File: config.mk
export PLATFORM = sky130hd
export DESIGN_NAME = circular_list_engine
export DESIGN_NICKNAME = d
export VERILOG_FILES = /design/src/rtl/cle_pkg.sv /design/src/rtl/circular_list_engine.sv /design/src/rtl/cle_link_ram.sv /design/src/rtl/cle_value_ram.sv
export SDC_FILE = /design/constraint.sdc
export NUM_CORES = 1
export LEC_CHECK = 0
export ABC_CLOCK_PERIOD_IN_PS = 4500
export BUFFER_PORTS_ARGS = -buffer_cell sky130_fd_sc_hd__buf_2
export CAP_MARGIN = 40
export CORE_UTILIZATION = 50
export DETAILED_ROUTE_END_ITERATION = 16
export GPL_TIMING_DRIVEN = 1
export PLACE_DENSITY = 0.77
export REMOVE_ABC_BUFFERS = 1
export SLEW_MARGIN = 10
export SYNTH_ARGS = -nofsm -noshare
export SYNTH_HDL_FRONTEND = slang
export SYNTH_SLANG_ARGS = --single-unit
File: constraint.sdc
create_clock -name clock -period 4.5 [get_ports clock]
set_input_delay 0.9 -clock clock [delete_from_list [all_inputs] [get_ports clock]]
set_output_delay 0.9 -clock clock [all_outputs]
set_load 0.02 [all_outputs]
File: src/rtl/cle_pkg.sv
// Shared types and constants of the circular list engine.
package cle_pkg;

   localparam int DATA_W = 32;
   localparam int CMD_W  = 3;
   localparam int POS_W  = 5;
   localparam int STAT_W = 2;

   typedef enum logic [CMD_W-1:0] {
      CMD_INS_FRONT = 3'd0,
      CMD_INS_BACK  = 3'd1,
      CMD_INS_AFTER = 3'd2,
      CMD_DEL_FRONT = 3'd3,
      CMD_DEL_BACK  = 3'd4,
      CMD_DEL_AFTER = 3'd5,
      CMD_READ_ALL  = 3'd6,
      CMD_NOP       = 3'd7
   } cle_cmd_type;

   typedef enum logic [STAT_W-1:0] {
      ST_DONE  = 2'd0,
      ST_EMPTY = 2'd1,
      ST_FULL  = 2'd2
   } cle_status_type;

   typedef enum logic [2:0] {
      S_IDLE,
      S_WALK,
      S_ALLOC,
      S_LINK,
      S_VICT,
      S_FREE,
      S_RHEAD,
      S_READ
   } cle_state_type;

   typedef struct packed {
      logic [CMD_W-1:0]         command;
      logic signed [DATA_W-1:0] value;
      logic [POS_W-1:0]         position;
   } cle_req_type;

   typedef struct packed {
      logic signed [DATA_W-1:0] value_out;
      logic [STAT_W-1:0]        status;
      logic                     last;
   } cle_rsp_type;

endpackage

File: src/rtl/circular_list_engine.sv
// Top level of the circular list engine: command sequencer, list registers and memories.
//
// The engine keeps a circular singly linked list of signed 32-bit values in CAPACITY slots,
// with a tail pointer and a chain of free slots. A command transfer is taken at a rising
// edge where start is high and busy is low; busy then stays high until the command is
// finished. Every result transfer sits on rsp_data for exactly one cycle, marked by
// rsp_strobe, and the receiver must take it then because the engine cannot be stalled.
// Results on an empty or full list and the no-operation command are answered in the cycle
// after the command transfer without raising busy. Otherwise all link reads go through the
// single read port of the link memory, which the sequencer steps one link per cycle, and
// that walk sets the time: it grows with p for insert after and delete after position p
// (p of zero counts as one) and with the number of elements for delete back. Read out
// delivers one element per cycle, with last set on the final element. The single result
// of a command is on the ports from the edge at which busy falls, and during read out each
// result follows in the cycle after its element is read. The link memory resets to its
// free chain at once through per-entry valid bits, so there is no clearing pass after reset.
module circular_list_engine #(
   parameter int CAPACITY = 16
) (
   input  logic                 clock,
   input  logic                 reset,
   input  logic                 start,
   output logic                 busy,
   input  cle_pkg::cle_req_type req_data,
   output logic                 rsp_strobe,
   output cle_pkg::cle_rsp_type rsp_data
);

   localparam int IW = $clog2(CAPACITY);
   localparam int CW = $clog2(CAPACITY + 1);
   localparam int SW = (CW > cle_pkg::POS_W) ? CW : cle_pkg::POS_W;

   // Sequencer state and the list registers.
   cle_pkg::cle_state_type state_ff, state_in;
   cle_pkg::cle_cmd_type   cmd_ff, cmd_in;
   logic signed [cle_pkg::DATA_W-1:0] value_ff, value_in;
   logic [IW-1:0] cur_ff, cur_in;          // node under the walk, then the predecessor p
   logic [IW-1:0] plink_ff, plink_in;      // link of p: successor, or the victim of a delete
   logic [IW-1:0] new_slot_ff, new_slot_in;
   logic [SW-1:0] steps_ff, steps_in;      // links still to walk, or elements still to read
   logic [IW-1:0] tail_ff, tail_in;
   logic [CW-1:0] count_ff, count_in;
   logic [IW-1:0] free_ff, free_in;
   logic                 rsp_strobe_ff, rsp_strobe_in;
   cle_pkg::cle_rsp_type rsp_data_ff, rsp_data_in;

   // Memory ports.
   logic [IW-1:0] rd_addr;
   logic [IW-1:0] rd_link;
   logic signed [cle_pkg::DATA_W-1:0] rd_value;
   logic          link_wr_en;
   logic [IW-1:0] link_wr_addr;
   logic [IW-1:0] link_wr_data;
   logic          value_wr_en;

   logic          is_empty;
   logic          is_full;
   logic [SW-1:0] pos_steps;
   cle_pkg::cle_cmd_type req_cmd;

   cle_link_ram #(
      .DEPTH (CAPACITY)
   ) u_link_ram (
      .clock   (clock),
      .reset   (reset),
      .wr_en   (link_wr_en),
      .wr_addr (link_wr_addr),
      .wr_data (link_wr_data),
      .rd_addr (rd_addr),
      .rd_data (rd_link)
   );

   cle_value_ram #(
      .DEPTH (CAPACITY)
   ) u_value_ram (
      .clock   (clock),
      .wr_en   (value_wr_en),
      .wr_addr (new_slot_ff),
      .wr_data (value_ff),
      .rd_addr (rd_addr),
      .rd_data (rd_value)
   );

   assign is_empty = (count_ff == '0);
   assign is_full  = (count_ff == CW'(CAPACITY));
   assign req_cmd  = cle_pkg::cle_cmd_type'(req_data.command);

   // The walk starts at the tail, so reaching the node (position-1) links past the head
   // takes position links. Position zero behaves like position one. Going around the ring
   // more than once gives the circular wrap for free.
   assign pos_steps = (req_data.position == '0) ? SW'(1) : SW'(req_data.position);

   always_ff @(posedge clock) begin
      if (reset) begin
         state_ff      <= cle_pkg::S_IDLE;
         tail_ff       <= '0;
         count_ff      <= '0;
         free_ff       <= '0;
         rsp_strobe_ff <= 1'b0;
      end else begin
         state_ff      <= state_in;
         tail_ff       <= tail_in;
         count_ff      <= count_in;
         free_ff       <= free_in;
         rsp_strobe_ff <= rsp_strobe_in;
      end
   end

   always_ff @(posedge clock) begin
      cmd_ff      <= cmd_in;
      value_ff    <= value_in;
      cur_ff      <= cur_in;
      plink_ff    <= plink_in;
      new_slot_ff <= new_slot_in;
      steps_ff    <= steps_in;
      rsp_data_ff <= rsp_data_in;
   end

   always_comb begin
      state_in      = state_ff;
      cmd_in        = cmd_ff;
      value_in      = value_ff;
      cur_in        = cur_ff;
      plink_in      = plink_ff;
      new_slot_in   = new_slot_ff;
      steps_in      = steps_ff;
      tail_in       = tail_ff;
      count_in      = count_ff;
      free_in       = free_ff;
      rsp_strobe_in = 1'b0;
      rsp_data_in   = '0;
      rd_addr       = cur_ff;
      link_wr_en    = 1'b0;
      link_wr_addr  = cur_ff;
      link_wr_data  = plink_ff;
      value_wr_en   = 1'b0;

      unique case (state_ff)
         cle_pkg::S_IDLE: begin
            rd_addr = tail_ff;
            if (start) begin
               cmd_in   = req_cmd;
               value_in = req_data.value;
               cur_in   = tail_ff;
               steps_in = '0;
               unique case (req_cmd) inside
                  cle_pkg::CMD_INS_FRONT, cle_pkg::CMD_INS_BACK: begin
                     if (is_full) begin
                        rsp_strobe_in      = 1'b1;
                        rsp_data_in.status = cle_pkg::ST_FULL;
                        rsp_data_in.last   = 1'b1;
                     end else begin
                        state_in = cle_pkg::S_WALK;
                     end
                  end
                  cle_pkg::CMD_INS_AFTER: begin
                     if (is_empty || is_full) begin
                        rsp_strobe_in      = 1'b1;
                        rsp_data_in.status = is_empty ? cle_pkg::ST_EMPTY : cle_pkg::ST_FULL;
                        rsp_data_in.last   = 1'b1;
                     end else begin
                        steps_in = pos_steps;
                        state_in = cle_pkg::S_WALK;
                     end
                  end
                  cle_pkg::CMD_DEL_FRONT, cle_pkg::CMD_DEL_BACK, cle_pkg::CMD_DEL_AFTER,
                  cle_pkg::CMD_READ_ALL: begin
                     if (is_empty) begin
                        rsp_strobe_in      = 1'b1;
                        rsp_data_in.status = cle_pkg::ST_EMPTY;
                        rsp_data_in.last   = 1'b1;
                     end else if (req_cmd == cle_pkg::CMD_READ_ALL) begin
                        steps_in = SW'(count_ff);
                        state_in = cle_pkg::S_RHEAD;
                     end else begin
                        // Delete back stops on the node before the tail, which is
                        // count-1 links from the tail; with one element that is the tail.
                        if (req_cmd == cle_pkg::CMD_DEL_BACK) begin
                           steps_in = (count_ff == CW'(1)) ? '0 : SW'(count_ff) - SW'(1);
                        end else if (req_cmd == cle_pkg::CMD_DEL_AFTER) begin
                           steps_in = pos_steps;
                        end
                        state_in = cle_pkg::S_WALK;
                     end
                  end
                  cle_pkg::CMD_NOP: begin
                     rsp_strobe_in      = 1'b1;
                     rsp_data_in.status = cle_pkg::ST_DONE;
                     rsp_data_in.last   = 1'b1;
                  end
               endcase
            end
         end

         cle_pkg::S_WALK: begin
            // The link of cur_ff arrives from the memory in this cycle.
            if (steps_ff == '0) begin
               plink_in = rd_link;
               if (cmd_ff inside {cle_pkg::CMD_INS_FRONT, cle_pkg::CMD_INS_BACK,
                                  cle_pkg::CMD_INS_AFTER}) begin
                  rd_addr     = free_ff;
                  new_slot_in = free_ff;
                  state_in    = cle_pkg::S_ALLOC;
               end else if (count_ff == CW'(1)) begin
                  count_in = '0;
                  tail_in  = '0;
                  state_in = cle_pkg::S_FREE;
               end else begin
                  rd_addr  = rd_link;
                  state_in = cle_pkg::S_VICT;
               end
            end else begin
               cur_in   = rd_link;
               rd_addr  = rd_link;
               steps_in = steps_ff - SW'(1);
            end
         end

         cle_pkg::S_ALLOC: begin
            // The link of the fresh slot is the new head of the free chain.
            free_in      = rd_link;
            link_wr_en   = 1'b1;
            link_wr_addr = new_slot_ff;
            link_wr_data = is_empty ? new_slot_ff : plink_ff;
            value_wr_en  = 1'b1;
            state_in     = cle_pkg::S_LINK;
         end

         cle_pkg::S_LINK: begin
            link_wr_en   = !is_empty;
            link_wr_addr = cur_ff;
            link_wr_data = new_slot_ff;
            if (is_empty || (cmd_ff == cle_pkg::CMD_INS_BACK) ||
                ((cmd_ff == cle_pkg::CMD_INS_AFTER) && (cur_ff == tail_ff))) begin
               tail_in = new_slot_ff;
            end
            count_in           = count_ff + CW'(1);
            rsp_strobe_in      = 1'b1;
            rsp_data_in.status = cle_pkg::ST_DONE;
            rsp_data_in.last   = 1'b1;
            state_in           = cle_pkg::S_IDLE;
         end

         cle_pkg::S_VICT: begin
            // Bridge the predecessor over the victim.
            link_wr_en   = 1'b1;
            link_wr_addr = cur_ff;
            link_wr_data = rd_link;
            if (plink_ff == tail_ff) begin
               tail_in = cur_ff;
            end
            count_in = count_ff - CW'(1);
            state_in = cle_pkg::S_FREE;
         end

         cle_pkg::S_FREE: begin
            // The victim goes to the front of the free chain.
            link_wr_en         = 1'b1;
            link_wr_addr       = plink_ff;
            link_wr_data       = free_ff;
            free_in            = plink_ff;
            rsp_strobe_in      = 1'b1;
            rsp_data_in.status = cle_pkg::ST_DONE;
            rsp_data_in.last   = 1'b1;
            state_in           = cle_pkg::S_IDLE;
         end

         cle_pkg::S_RHEAD: begin
            // The link of the tail is the head; read its link and value next.
            rd_addr  = rd_link;
            cur_in   = rd_link;
            state_in = cle_pkg::S_READ;
         end

         cle_pkg::S_READ: begin
            rsp_strobe_in         = 1'b1;
            rsp_data_in.value_out = rd_value;
            rsp_data_in.status    = cle_pkg::ST_DONE;
            rsp_data_in.last      = (steps_ff == SW'(1));
            rd_addr               = rd_link;
            cur_in                = rd_link;
            steps_in              = steps_ff - SW'(1);
            if (steps_ff == SW'(1)) begin
               state_in = cle_pkg::S_IDLE;
            end
         end

         default: begin
            state_in = cle_pkg::S_IDLE;
         end
      endcase
   end

   assign busy       = (state_ff != cle_pkg::S_IDLE);
   assign rsp_strobe = rsp_strobe_ff;
   assign rsp_data   = rsp_data_ff;

`ifndef SYNTH
   // A result that is not the last of its command is followed at once by the next one.
   assert property (@(posedge clock) disable iff (reset)
      (rsp_strobe_ff && !rsp_data_ff.last) |=> rsp_strobe_ff)
      else $error("read out stream broke before its last element");

   // Every command that raises busy ends by handing over its final result.
   assert property (@(posedge clock) disable iff (reset)
      $fell(busy) |-> (rsp_strobe_ff && rsp_data_ff.last))
      else $error("command finished without a final result");

   // The no-operation command answers in the next cycle and never raises busy.
   assert property (@(posedge clock) disable iff (reset)
      (start && !busy && (req_data.command == cle_pkg::CMD_NOP)) |=>
      (rsp_strobe_ff && rsp_data_ff.last && !busy))
      else $error("no-operation command was not answered at once");

   // The element count never goes beyond the number of slots.
   assert property (@(posedge clock) disable iff (reset)
      rsp_strobe_ff |-> (count_ff <= CW'(CAPACITY)))
      else $error("element count exceeds capacity");
`endif

endmodule

File: src/rtl/cle_link_ram.sv
// Link memory with registered read and per-entry valid bits that model the free-chain reset.
module cle_link_ram #(
   parameter int DEPTH = 16
) (
   input  logic                     clock,
   input  logic                     reset,
   input  logic                     wr_en,
   input  logic [$clog2(DEPTH)-1:0] wr_addr,
   input  logic [$clog2(DEPTH)-1:0] wr_data,
   input  logic [$clog2(DEPTH)-1:0] rd_addr,
   output logic [$clog2(DEPTH)-1:0] rd_data
);

   localparam int AW = $clog2(DEPTH);

   logic [AW-1:0]    mem_ff [DEPTH];
   logic [DEPTH-1:0] valid_ff;
   logic [AW-1:0]    rd_data_ff;
   logic [AW-1:0]    rd_addr_ff;
   logic             rd_valid_ff;

   always_ff @(posedge clock) begin
      if (reset) begin
         valid_ff <= '0;
      end else if (wr_en) begin
         valid_ff[wr_addr] <= 1'b1;
      end
   end

   always_ff @(posedge clock) begin
      if (wr_en) begin
         mem_ff[wr_addr] <= wr_data;
      end
      rd_data_ff  <= mem_ff[rd_addr];
      rd_valid_ff <= valid_ff[rd_addr];
      rd_addr_ff  <= rd_addr;
   end

   // An entry never written still holds its reset link: the next slot, wrapping to zero.
   assign rd_data = rd_valid_ff ? rd_data_ff :
                    ((rd_addr_ff == AW'(DEPTH-1)) ? '0 : rd_addr_ff + AW'(1));

endmodule

File: src/rtl/cle_value_ram.sv
// Element value memory with one write port and one registered read port.
module cle_value_ram #(
   parameter int DEPTH = 16
) (
   input  logic                              clock,
   input  logic                              wr_en,
   input  logic [$clog2(DEPTH)-1:0]          wr_addr,
   input  logic signed [cle_pkg::DATA_W-1:0] wr_data,
   input  logic [$clog2(DEPTH)-1:0]          rd_addr,
   output logic signed [cle_pkg::DATA_W-1:0] rd_data
);

   logic signed [cle_pkg::DATA_W-1:0] mem_ff [DEPTH];
   logic signed [cle_pkg::DATA_W-1:0] rd_data_ff;

   always_ff @(posedge clock) begin
      if (wr_en) begin
         mem_ff[wr_addr] <= wr_data;
      end
      rd_data_ff <= mem_ff[rd_addr];
   end

   assign rd_data = rd_data_ff;

endmodule

Word-level counts from Yosys, hierarchy flattened. Memory sizes are Yosys's and may differ from the RTL's. A register that Yosys moved wholly into a read port is not among the register bits. Cells that the tools add are included.

Register bits after elaboration: 125. RAM bits: 576. Input bits: 43. Word-level logic and storage cells: 161. Memories kept: 2.

Add/subtract/negate cells: 4. Magnitude comparators: 3. Eq/ne operators: 34. Multiplexer cells: 68. Bitwise operators: 1. Reductions and logical operators: 32.

Memory list: u_value_ram.mem_ff (words 16, width 32, rd ports 1, clocked after memory_dff 1, write ports 1, RTL line cle_value_ram.sv:13) `logic signed [cle_pkg::DATA_W-1:0] mem_ff [DEPTH];`; u_link_ram.mem_ff (words 16, width 4, rd ports 1, clocked after memory_dff 1, write ports 1, RTL line cle_link_ram.sv:16) `logic [AW-1:0] mem_ff [DEPTH];`.

Operators with widths (count): $mux 5 (12); $mux 4 (13); $pmux 4 s3 (3); $mux 3 (11); $pmux 5 s3 (2); $eq 3x3->1 const B (8); $pmux 3 s7 (1); $pmux 3 s3 (2); $ne 2x2->1 const B (8); $or 16x16->16 (1); $pmux 4 s2 (2); $pmux 4 s4 (1); $eq 3x2->1 const B (5); $logic_not 5->1 (3); $reduce_bool 3->1 (5); $mux 1 (12); $pmux 3 s4 (1); $eq 5x1->1 const B (2); $lt 4x5->1 const B (2); $pmux 5 s2 (1); $sub 5x1->5 const B (2); $eq 3x1->1 const B (3); $logic_not 3->1 (3); $ne 3x3->1 const B (3); other kinds (24) (36).

Longest topological paths before layout. Gate-level depths: netlist of run 1.

Depth in word-level cells: 9. Depth in mapped cells: 16. Mapped depth without buffers: 11.

Cells and area by module. Synthesis of run 1 repeated with hierarchy kept, for this count alone.

Cell total of the unflattened synthesis: 1460. Area total of the unflattened synthesis: 27834.2 sq um.

By module, submodules not included: cle_value_ram (instances 1, cells an instance 838, area each 19835.3 sq um); circular_list_engine (instances 1, cells an instance 406, area each 4565.6 sq um); cle_link_ram (instances 1, cells an instance 216, area each 3433.3 sq um).

Least setup slack after synthesis of run 1. No wires, ideal clock.

Path kind: reg2reg. Start: register state_ff[1]. End: memory u_value_ram.mem_ff[0][0] (netlist name), enable pin. Library setup time: 0.461 ns. Data arrival time: 4.044 ns. Data required time: 4.039 ns. Setup slack: -0.005 ns. Cell stages (with the launch flop): 8. Buffers on the path: 3. Clock period less this slack: 4.505 ns. Cells stage by stage: dfxtp_1 > clkbuf_1 > clkbuf_1 > nor2b_1 > clkbuf_1 > nand2_1 > or3_1 > nor3_1.

Word-level cells in the longest chain between the ends: 4.

Ends and longest elaborated chain: start, declared (RTL line circular_list_engine.sv:34) `cle_pkg::cle_state_type state_ff, state_in;`; start signal, assigned (RTL line circular_list_engine.sv:95) `state_ff <= cle_pkg::S_IDLE;`; start signal, assigned (RTL line circular_list_engine.sv:101) `state_ff <= state_in;`; $eq 3x2->1 (RTL line circular_list_engine.sv:138) `unique case (state_ff)`; $mux 1 (RTL line circular_list_engine.sv:138); $mux 1 (RTL line cle_value_ram.sv:17) `if (wr_en) begin`; $mux 1 (implied by the code) (RTL line cle_value_ram.sv:18) `mem_ff[wr_addr] <= wr_data;`; end, declared (RTL line cle_value_ram.sv:13).

No other way between the ends.

Worst setup path in the final report of run 1.
Start: register steps_ff[0]. End: register u_value_ram.rd_data_ff, in the netlist u_value_ram.rd_data[18], read port of u_value_ram.mem_ff.

Word-level cells in the longest chain between the ends: 3.

Ends and longest elaborated chain: start, declared (RTL line circular_list_engine.sv:40) `logic [SW-1:0] steps_ff, steps_in;`; start signal, assigned (RTL line circular_list_engine.sv:115) `steps_ff <= steps_in;`; $logic_not 5->1 (RTL line circular_list_engine.sv:197) `if (steps_ff == '0) begin`; $mux 4 (RTL line circular_list_engine.sv:197); $pmux 4 s3 (RTL line circular_list_engine.sv:138); end, declared (RTL line cle_value_ram.sv:14) `logic signed [cle_pkg::DATA_W-1:0] rd_data_ff;`.

No other way between the ends. A chain may end at the register's enable or synchronous reset.

==> metrics, run 1 <==
Post-synth EDFFs about 630; CTS tree built; Vias per Instance approximately 6.1; power consumption roughly 21 mW; Crit path arrival time ~4.5 ns; number of global-route vias before repair around 18000; max-slew violations 0; die area 0.0592 sq mm; Yosys reg bits roughly 740; Req. time, crit path ~5 ns; row count 88; nets 2219; GP Congestion 0.906; yosys warns 0; Fin Hold WS about 0.44 ns; pwr dens approximately 650 mW/mm^2; fillers roughly 4300; Die Ht 243 um; Area growth, synth to finish 12.9%; ys flop type edfxtp_1; CTS Buf Count between 70 and 80; Initial Utilization between 50% and 60%; skew final around 0.023 ns; H-tree depth 3; post-route cell area 0.0329 sq mm; simple-gate share of the synthesized area between 10% and 20%; top layer in use met4; met3 WL roughly 5.6 mm; post-synthesis adder-cell area fraction 0.344%; final setup fails 0; Routed WL approximately 70 mm; first-pass GRT wire length roughly 110 mm; main combinational cell family by area after synthesis simple AND/OR/NAND/NOR gates; max cap viols 0; CP Launch Type register; Max rail drop VDD roughly 630 uV; Met2 Wirelength ~34 mm; syn avg cell area 13.9 sq um; number of DRC violations after detailed-routing iteration 0 between 2000 and 2500; Netlist cell types between 70 and 80; Final min period ~4 ns; WS Path Type reg -> reg; post-CTS setup repair buffer count 0; Synth Area in Compound Gates 9.28%; Layout Utilization 57.1%; via count approximately 18000; antenna violation net count after detailed routing 0; Cells after DPL approximately 2900; Tcrit/Tclk final between 80 and 90%; Slew headroom a little over two fifths; Post-Synth XOR/XNOR Area less than 1%; wl on met1 about 27 mm; worst-path maximum fanout 26; Tot GR Track Use 23.4%; mapped cell area about 0.029 sq mm; hold buffer count at cts 0; CTS Sinks 737; antenna violations before repair 0; Clock Tree Root clkbuf_16; clk slew on worst S/H paths roughly 0.060 ns; min-delay worst type in -> reg; Max clock buf depth 3; Post-Synthesis Cells between 2000 and 2500; number of gates resized after cts 0; Leakage ~12 nW; clk_lat worst skew approximately 0.63 ns; Non-Filler Instances between 2000 and 3000; RSZ-0062 raised after global routing false; I/O pins 80; ys async rst share 0%; post-synthesis mux area share around 2.6%; share of layout cells above drive strength 1 14.7%; DP HPWL ~40 mm; status finished clean; Setup crit end kind register; Hold Vio Cnt, Final 0; DR DRC count 0; Port Buffers 79; area of the core ~0.058 sq mm; GR Overflow Total 0; slew of the pin with the lowest slew margin approximately 0.85 ns; register area share after synthesis around 72%; DR pass1 iterations 6; DIE WIDTH around 240 um; largest net degree at the start of global routing about 130; dpl cell area just over 0.03 sq mm; highest clock rate about 250 MHz; drt wl/cell approximately 23 um
-- layout make-up --
type / count / area (sq um) / area share (%)
diodes: 2 / 5.00 / 0.0152
clock buffers: 110 / 2140 / 6.51
clock inverters: 23 / 300 / 0.914
inverters: 16 / 70.1 / 0.213
multi-input cells: 1200 / 7380 / 22.5
flip-flops and latches: 737 / 21000 / 64.0
well taps: 765 / 957 / 2.91
repair buffers: 139 / 968 / 2.95
-- cells in the final DEF (no fill, tap or decap), types with 7 or more instances in the layout --
master	synthesis	routed
clkbuf_16	0	75
nor2_1	80	68
buf_4	22	49
o21ai_0	54	54
nand3_1	122	122
buf_2	48	80
nor3_1	24	20
buf_12	0	10
mux2i_1	74	74
xor2_1	9	9
inv_1	14	14
nand2_1	313	313
nor2b_1	10	10
and3_1	105	105
o22ai_1	7	7
a211oi_1	75	75
clkinv_2	0	7
a32o_1	37	37
a221oi_1	13	13
nor2_4	0	12
clkbuf_1	61	22
ha_1	8	8
a21oi_1	85	84
a21o_1	7	7
clkbuf_8	0	13
nand2b_1	8	8
nand4_1	36	36
dfxtp_1	109	108
a211oi_2	35	35
edfxtp_1	628	628
-- path summary, 6_finish.rpt --
path / from / endpoint / slack [ns] / depth (start not counted)
hold / removal: req_data[7] / value_ff[2] / 0.44 / 1
setup / recovery: steps_ff[0] / u_value_ram.rd_data[18] / 0.56 / 12
hold reg to reg: u_value_ram.rd_data[15] / rsp_data[18] / 0.46 / 1
setup reg to reg: steps_ff[0] / u_value_ram.rd_data[18] / 0.56 / 12
-- cells in the mapped netlist (all sizes together) (3+ instances only) --
| cell type | count | area (sq um) |
|---|---|---|
| edfxtp | 628 | 18900 |
| nand2 | 314 | 1180 |
| nand3 | 122 | 611 |
| a211oi | 110 | 1000 |
| dfxtp | 109 | 2180 |
| and3 | 105 | 657 |
| a21oi | 85 | 425 |
| buf | 81 | 514 |
| nor2 | 80 | 300 |
| mux2i | 74 | 741 |
| clkbuf | 62 | 234 |
| o21ai | 57 | 289 |
| a32o | 37 | 370 |
| nand4 | 36 | 225 |
| nor3 | 28 | 173 |
| inv | 16 | 67.6 |
| a221oi | 14 | 129 |
| nor2b | 10 | 62.6 |
| xor2 | 9 | 78.8 |
| ha | 8 | 100 |
| nand2b | 8 | 50.1 |
| a21o | 7 | 52.6 |
| o22ai | 7 | 43.8 |
| a22oi | 6 | 45.0 |
| and2 | 6 | 37.5 |
| nor3b | 6 | 67.6 |
| or3b | 6 | 52.6 |
| o311ai | 5 | 43.8 |
| or3 | 5 | 31.3 |
| a31oi | 4 | 25.0 |
| nor4b | 4 | 35.0 |
| a221o | 3 | 30.0 |
| a32oi | 3 | 26.3 |
| o41ai | 3 | 33.8 |
| or2 | 3 | 18.8 |
| xnor2 | 3 | 26.3 |
-- worst max-delay path, stage by stage (launching register included) --
cell      delay, ns
edfxtp_1       0.44
inv_1          0.11
ha_1           0.16
or4b_1         0.59
nor3_2         0.63
a221oi_1       0.16
and2_2         0.30
inv_6          0.26
buf_4          0.37
a211oi_1       0.09
o21ai_0        0.32
nand4_1        0.19
a211oi_2       0.22
-- kinds of logic after synthesis --
group / count (synthesis)
AOI/OAI and AO/OA: 362
xor gates and xnor gates: 12
adders and majority gates: 8
buffers and inverters: 159
DFF: 737
muxes: 76
and+or+nand+nor: 742
-- where the power goes --
| group | switching [mW] | internal (mW) | leakage [nW] |
|---|---|---|---|
| registers | 0.597 | 8.29 | 6.57 |
| logic | 4.14 | 2.18 | 3.78 |
| clock network | 2.55 | 3.60 | 1.19 |
-- metal layers --
layer	up-vias	GRT usage [%]
li1	8107	-
met4	0	10.4
met2	891	39.1
met5	-	0
met1	9012	30.1
met3	185	3.94
-- metrics by stage --
stage | setup WS [ns] | setup TNS (ns)
after floorplan | -7.37 | -279.15
after global placement | 0.808 | 0
after detailed placement | 0.674 | 0
after CTS | 0.667 | 0
after global routing | 0.399 | 0
final | 0.562 | 0
-- flip-flops by register name, summed over array words and instances (netlist names), 3 cells and up --
name,cells
cmd_ff,3
count_ff,5
cur_ff,4
free_ff,4
new_slot_ff,4
plink_ff,4
rsp_data,35
state_ff,3
steps_ff,5
tail_ff,4
u_link_ram.mem_ff,64
u_link_ram.rd_addr_ff,4
u_link_ram.rd_data_ff,4
u_link_ram.valid_ff,16
u_value_ram.mem_ff,512
u_value_ram.rd_data,32
value_ff,32
No activity file was read; power rests on OpenSTA's default activity.
==> run 2, diff against run 1 <==
--- a/config.mk
+++ b/config.mk
@@ -5,13 +5,13 @@
 export SDC_FILE = /design/constraint.sdc
 export NUM_CORES = 1
 export LEC_CHECK = 0
-export ABC_CLOCK_PERIOD_IN_PS = 4500
+export ABC_CLOCK_PERIOD_IN_PS = 4000
 export BUFFER_PORTS_ARGS = -buffer_cell sky130_fd_sc_hd__buf_2
 export CAP_MARGIN = 40
 export CORE_UTILIZATION = 50
 export DETAILED_ROUTE_END_ITERATION = 16
 export GPL_TIMING_DRIVEN = 1
-export PLACE_DENSITY = 0.77
+export PLACE_DENSITY = 0.74
 export REMOVE_ABC_BUFFERS = 1
 export SLEW_MARGIN = 10
 export SYNTH_ARGS = -nofsm -noshare
==> constraint.sdc (replaced) <==
create_clock -name clock -period 4 [get_ports clock]
set_input_delay 0.8 -clock clock [delete_from_list [all_inputs] [get_ports clock]]
set_output_delay 0.8 -clock clock [all_outputs]
set_load 0.02 [all_outputs]
==> metrics, run 2 (synthesized netlist as in run 1, its figures left out) <==
CTS Sinks 737 (unchanged); Port Buffers 79 (unchanged); largest net degree at the start of global routing 137 (+9.6%); row count 88 (unchanged); Sequential cell area 0.0210 sq mm (unchanged); fillers 4339 (+0.53%); skew final 0.0371 ns (+0.0145 ns); crit path launch count_ff[0]; Leakage 11.7 nW (+1.4%); DP HPWL 38.1 mm (-2.1%); Slew headroom 34.6% (-7.7 points); clk slew on worst S/H paths 0.06 ns (about the same); Max rail drop VDD 832 uV (+32%); GR Overflow Total 0 (unchanged); max-slew violations 0 (unchanged); Routed WL 70.3 mm (+0.52%); worst-path maximum fanout 37 (+42%); Seq pwr share 40.5% (-1.1 points); Die Ht 243 um (unchanged); drt wl/cell 23.4 um (about the same); Hold Vio Cnt, Final 0 (unchanged); antenna violation net count after detailed routing 0 (unchanged); CTS Buf Count 76 (+2.7%); hold buffer count at cts 0 (unchanged); min-delay worst type in -> reg; P_sw 8.28 mW (+14%); post-CTS setup repair buffer count 0 (unchanged); Vias per Instance 6.05 (-0.43%); hold_sp req_data[17]; Final TNS setup 0 ns (unchanged); Fin Hold WS 0.346 ns (-0.0980 ns); DR DRC count 0 (unchanged); number of gates resized after cts 0 (unchanged); status finished clean; nets 2233 (+0.63%); most frequent cells in the layout edfxtp_1 (628), nand2_1 (313), nand3_1 (122); CP Launch Type register; pwr dens 739 mW/mm^2 (+14%); I/O pins 80 (unchanged); first-pass GRT wire length 108 mm (+2.2%); Setup crit end kind register; power share of the clock group 29.3% (+0.5 points); share of layout cells above drive strength 1 15.5% (+0.86 points); Initial Utilization 50.5% (unchanged); clk_lat worst skew 0.63 ns (about the same); Area growth, synth to finish 14.1%; max reg flops 512 (unchanged); Tcrit/Tclk final 92.5% (+5.0 points); DR pass1 iterations 5 (-1); DIE WIDTH 243 um (unchanged); RSZ-0062 raised after global routing false; largest register by flop count u_value_ram.mem_ff; area of the core 0.0576 sq mm (unchanged); via count 18219 (+0.13%); area of the multi-input gates 0.00739 sq mm (about the same); Cell Int Power 16.2 mW (+15%); Max clock buf depth 3 (unchanged); Logic pwr share 30.2% (+0.6 points); Final min period 3.70 ns (-0.237 ns); Crit path arrival time 4.23 ns (-0.25 ns); Reg-to-Reg Start count_ff[0]; max cap viols 0 (unchanged); Tot GR Track Use 23.9% (+0.49 points); number of global-route vias before repair 18347 (+2.4%); CTS tree built; highest clock rate 270 MHz (+6.4%); WS Path Type reg -> reg; antenna violations before repair 0 (unchanged); Req. time, crit path 4.53 ns (-0.51 ns); die area 0.0592 sq mm (unchanged); ant diodes 0 (-2); switching fraction of total power 33.8% (-0.35 points); number of DRC violations after detailed-routing iteration 0 2083 (-9.6%); most common cell after layout, fill and taps aside edfxtp_1; GP Congestion 0.853 (-5.9%); H-tree depth 3 (unchanged); final setup fails 0 (unchanged); Clock Tree Root clkbuf_16; slew of the pin with the lowest slew margin 0.968 ns (+0.116 ns)
run 2: cell count changes in the layout (fill, tap and decap cells not counted), moves of 2 or more:
cell,previous run,this run
buf_4,49,53
diode_2,2,0
clkinv_2,7,14
clkbuf_1,22,19
bufinv_16,5,7
clkbuf_16,75,78
clkbuf_8,13,10
buf_12,10,17
run 2: layout make-up:
cell class | instances | share of cell area, %
clock buffer | 107 | 6.51
timing repair buffer | 151 | 3.51
multi-input combinational | 1200 | 22.3
tap | 765 | 2.88
clock inverter | 33 | 1.24
sequential | 737 | 63.4
inverter | 16 | 0.211
run 2: stage by stage:
step / cells / power (mW) / utilization (%) / setup slack (ns) / cell area (sq um)
6_report: 3009 / 24.5 / 57.6 / 0.299 / 33200
3_5_place_dp: 2869 / 17.4 / 53.2 / 0.320 / 30600
5_1_grt: 3009 / 25.6 / 57.6 / 0.161 / 33200
3_3_place_gp: 2867 / 17.1 / 53.1 / 0.396 / 30600
2_1_floorplan: 1953 / 14.0 / - / -7.87 / 28400
4_1_cts: 3009 / 24.6 / 57.6 / 0.343 / 33200
run 2: power by group through the flow:
stage	Clock, mW	Combinational [mW]	Sequential, mW
2_1_floorplan	0	4.07	9.89
3_3_place_gp	0	7.07	10.0
3_5_place_dp	0	7.32	10.1
4_1_cts	7.26	7.40	9.92
5_1_grt	7.57	8.03	10.0
6_report	7.18	7.41	9.93
run 2: layer usage:
layer	global-route usage, %	vias to the layer above	routed length, um
met5	0	-	0
met4	10.1	0	2280
met3	4.21	145	5990
met2	38.6	908	33600
met1	32.0	9023	28400
li1	-	8143	-
run 2: path summary, 6_finish.rpt:
kind,to,slack [ns],cells after the start
max,u_link_ram.rd_data_ff[3],0.30,10
min,value_ff[12],0.35,1
max reg2reg,u_link_ram.rd_data_ff[3],0.30,10
min reg2reg,rsp_data[18],0.46,1
run 2: worst max-delay path, cell delays in order, from the launching register on:
cell and delay [ns]:
dfxtp_1 0.53, ha_1 0.24, or4b_1 0.56, a211oi_1 0.41, or2_1 0.16, and2_2 0.28
buf_4 0.56, a211oi_1 0.15, o21ai_0 0.29, nand4_1 0.20, a211oi_2 0.24
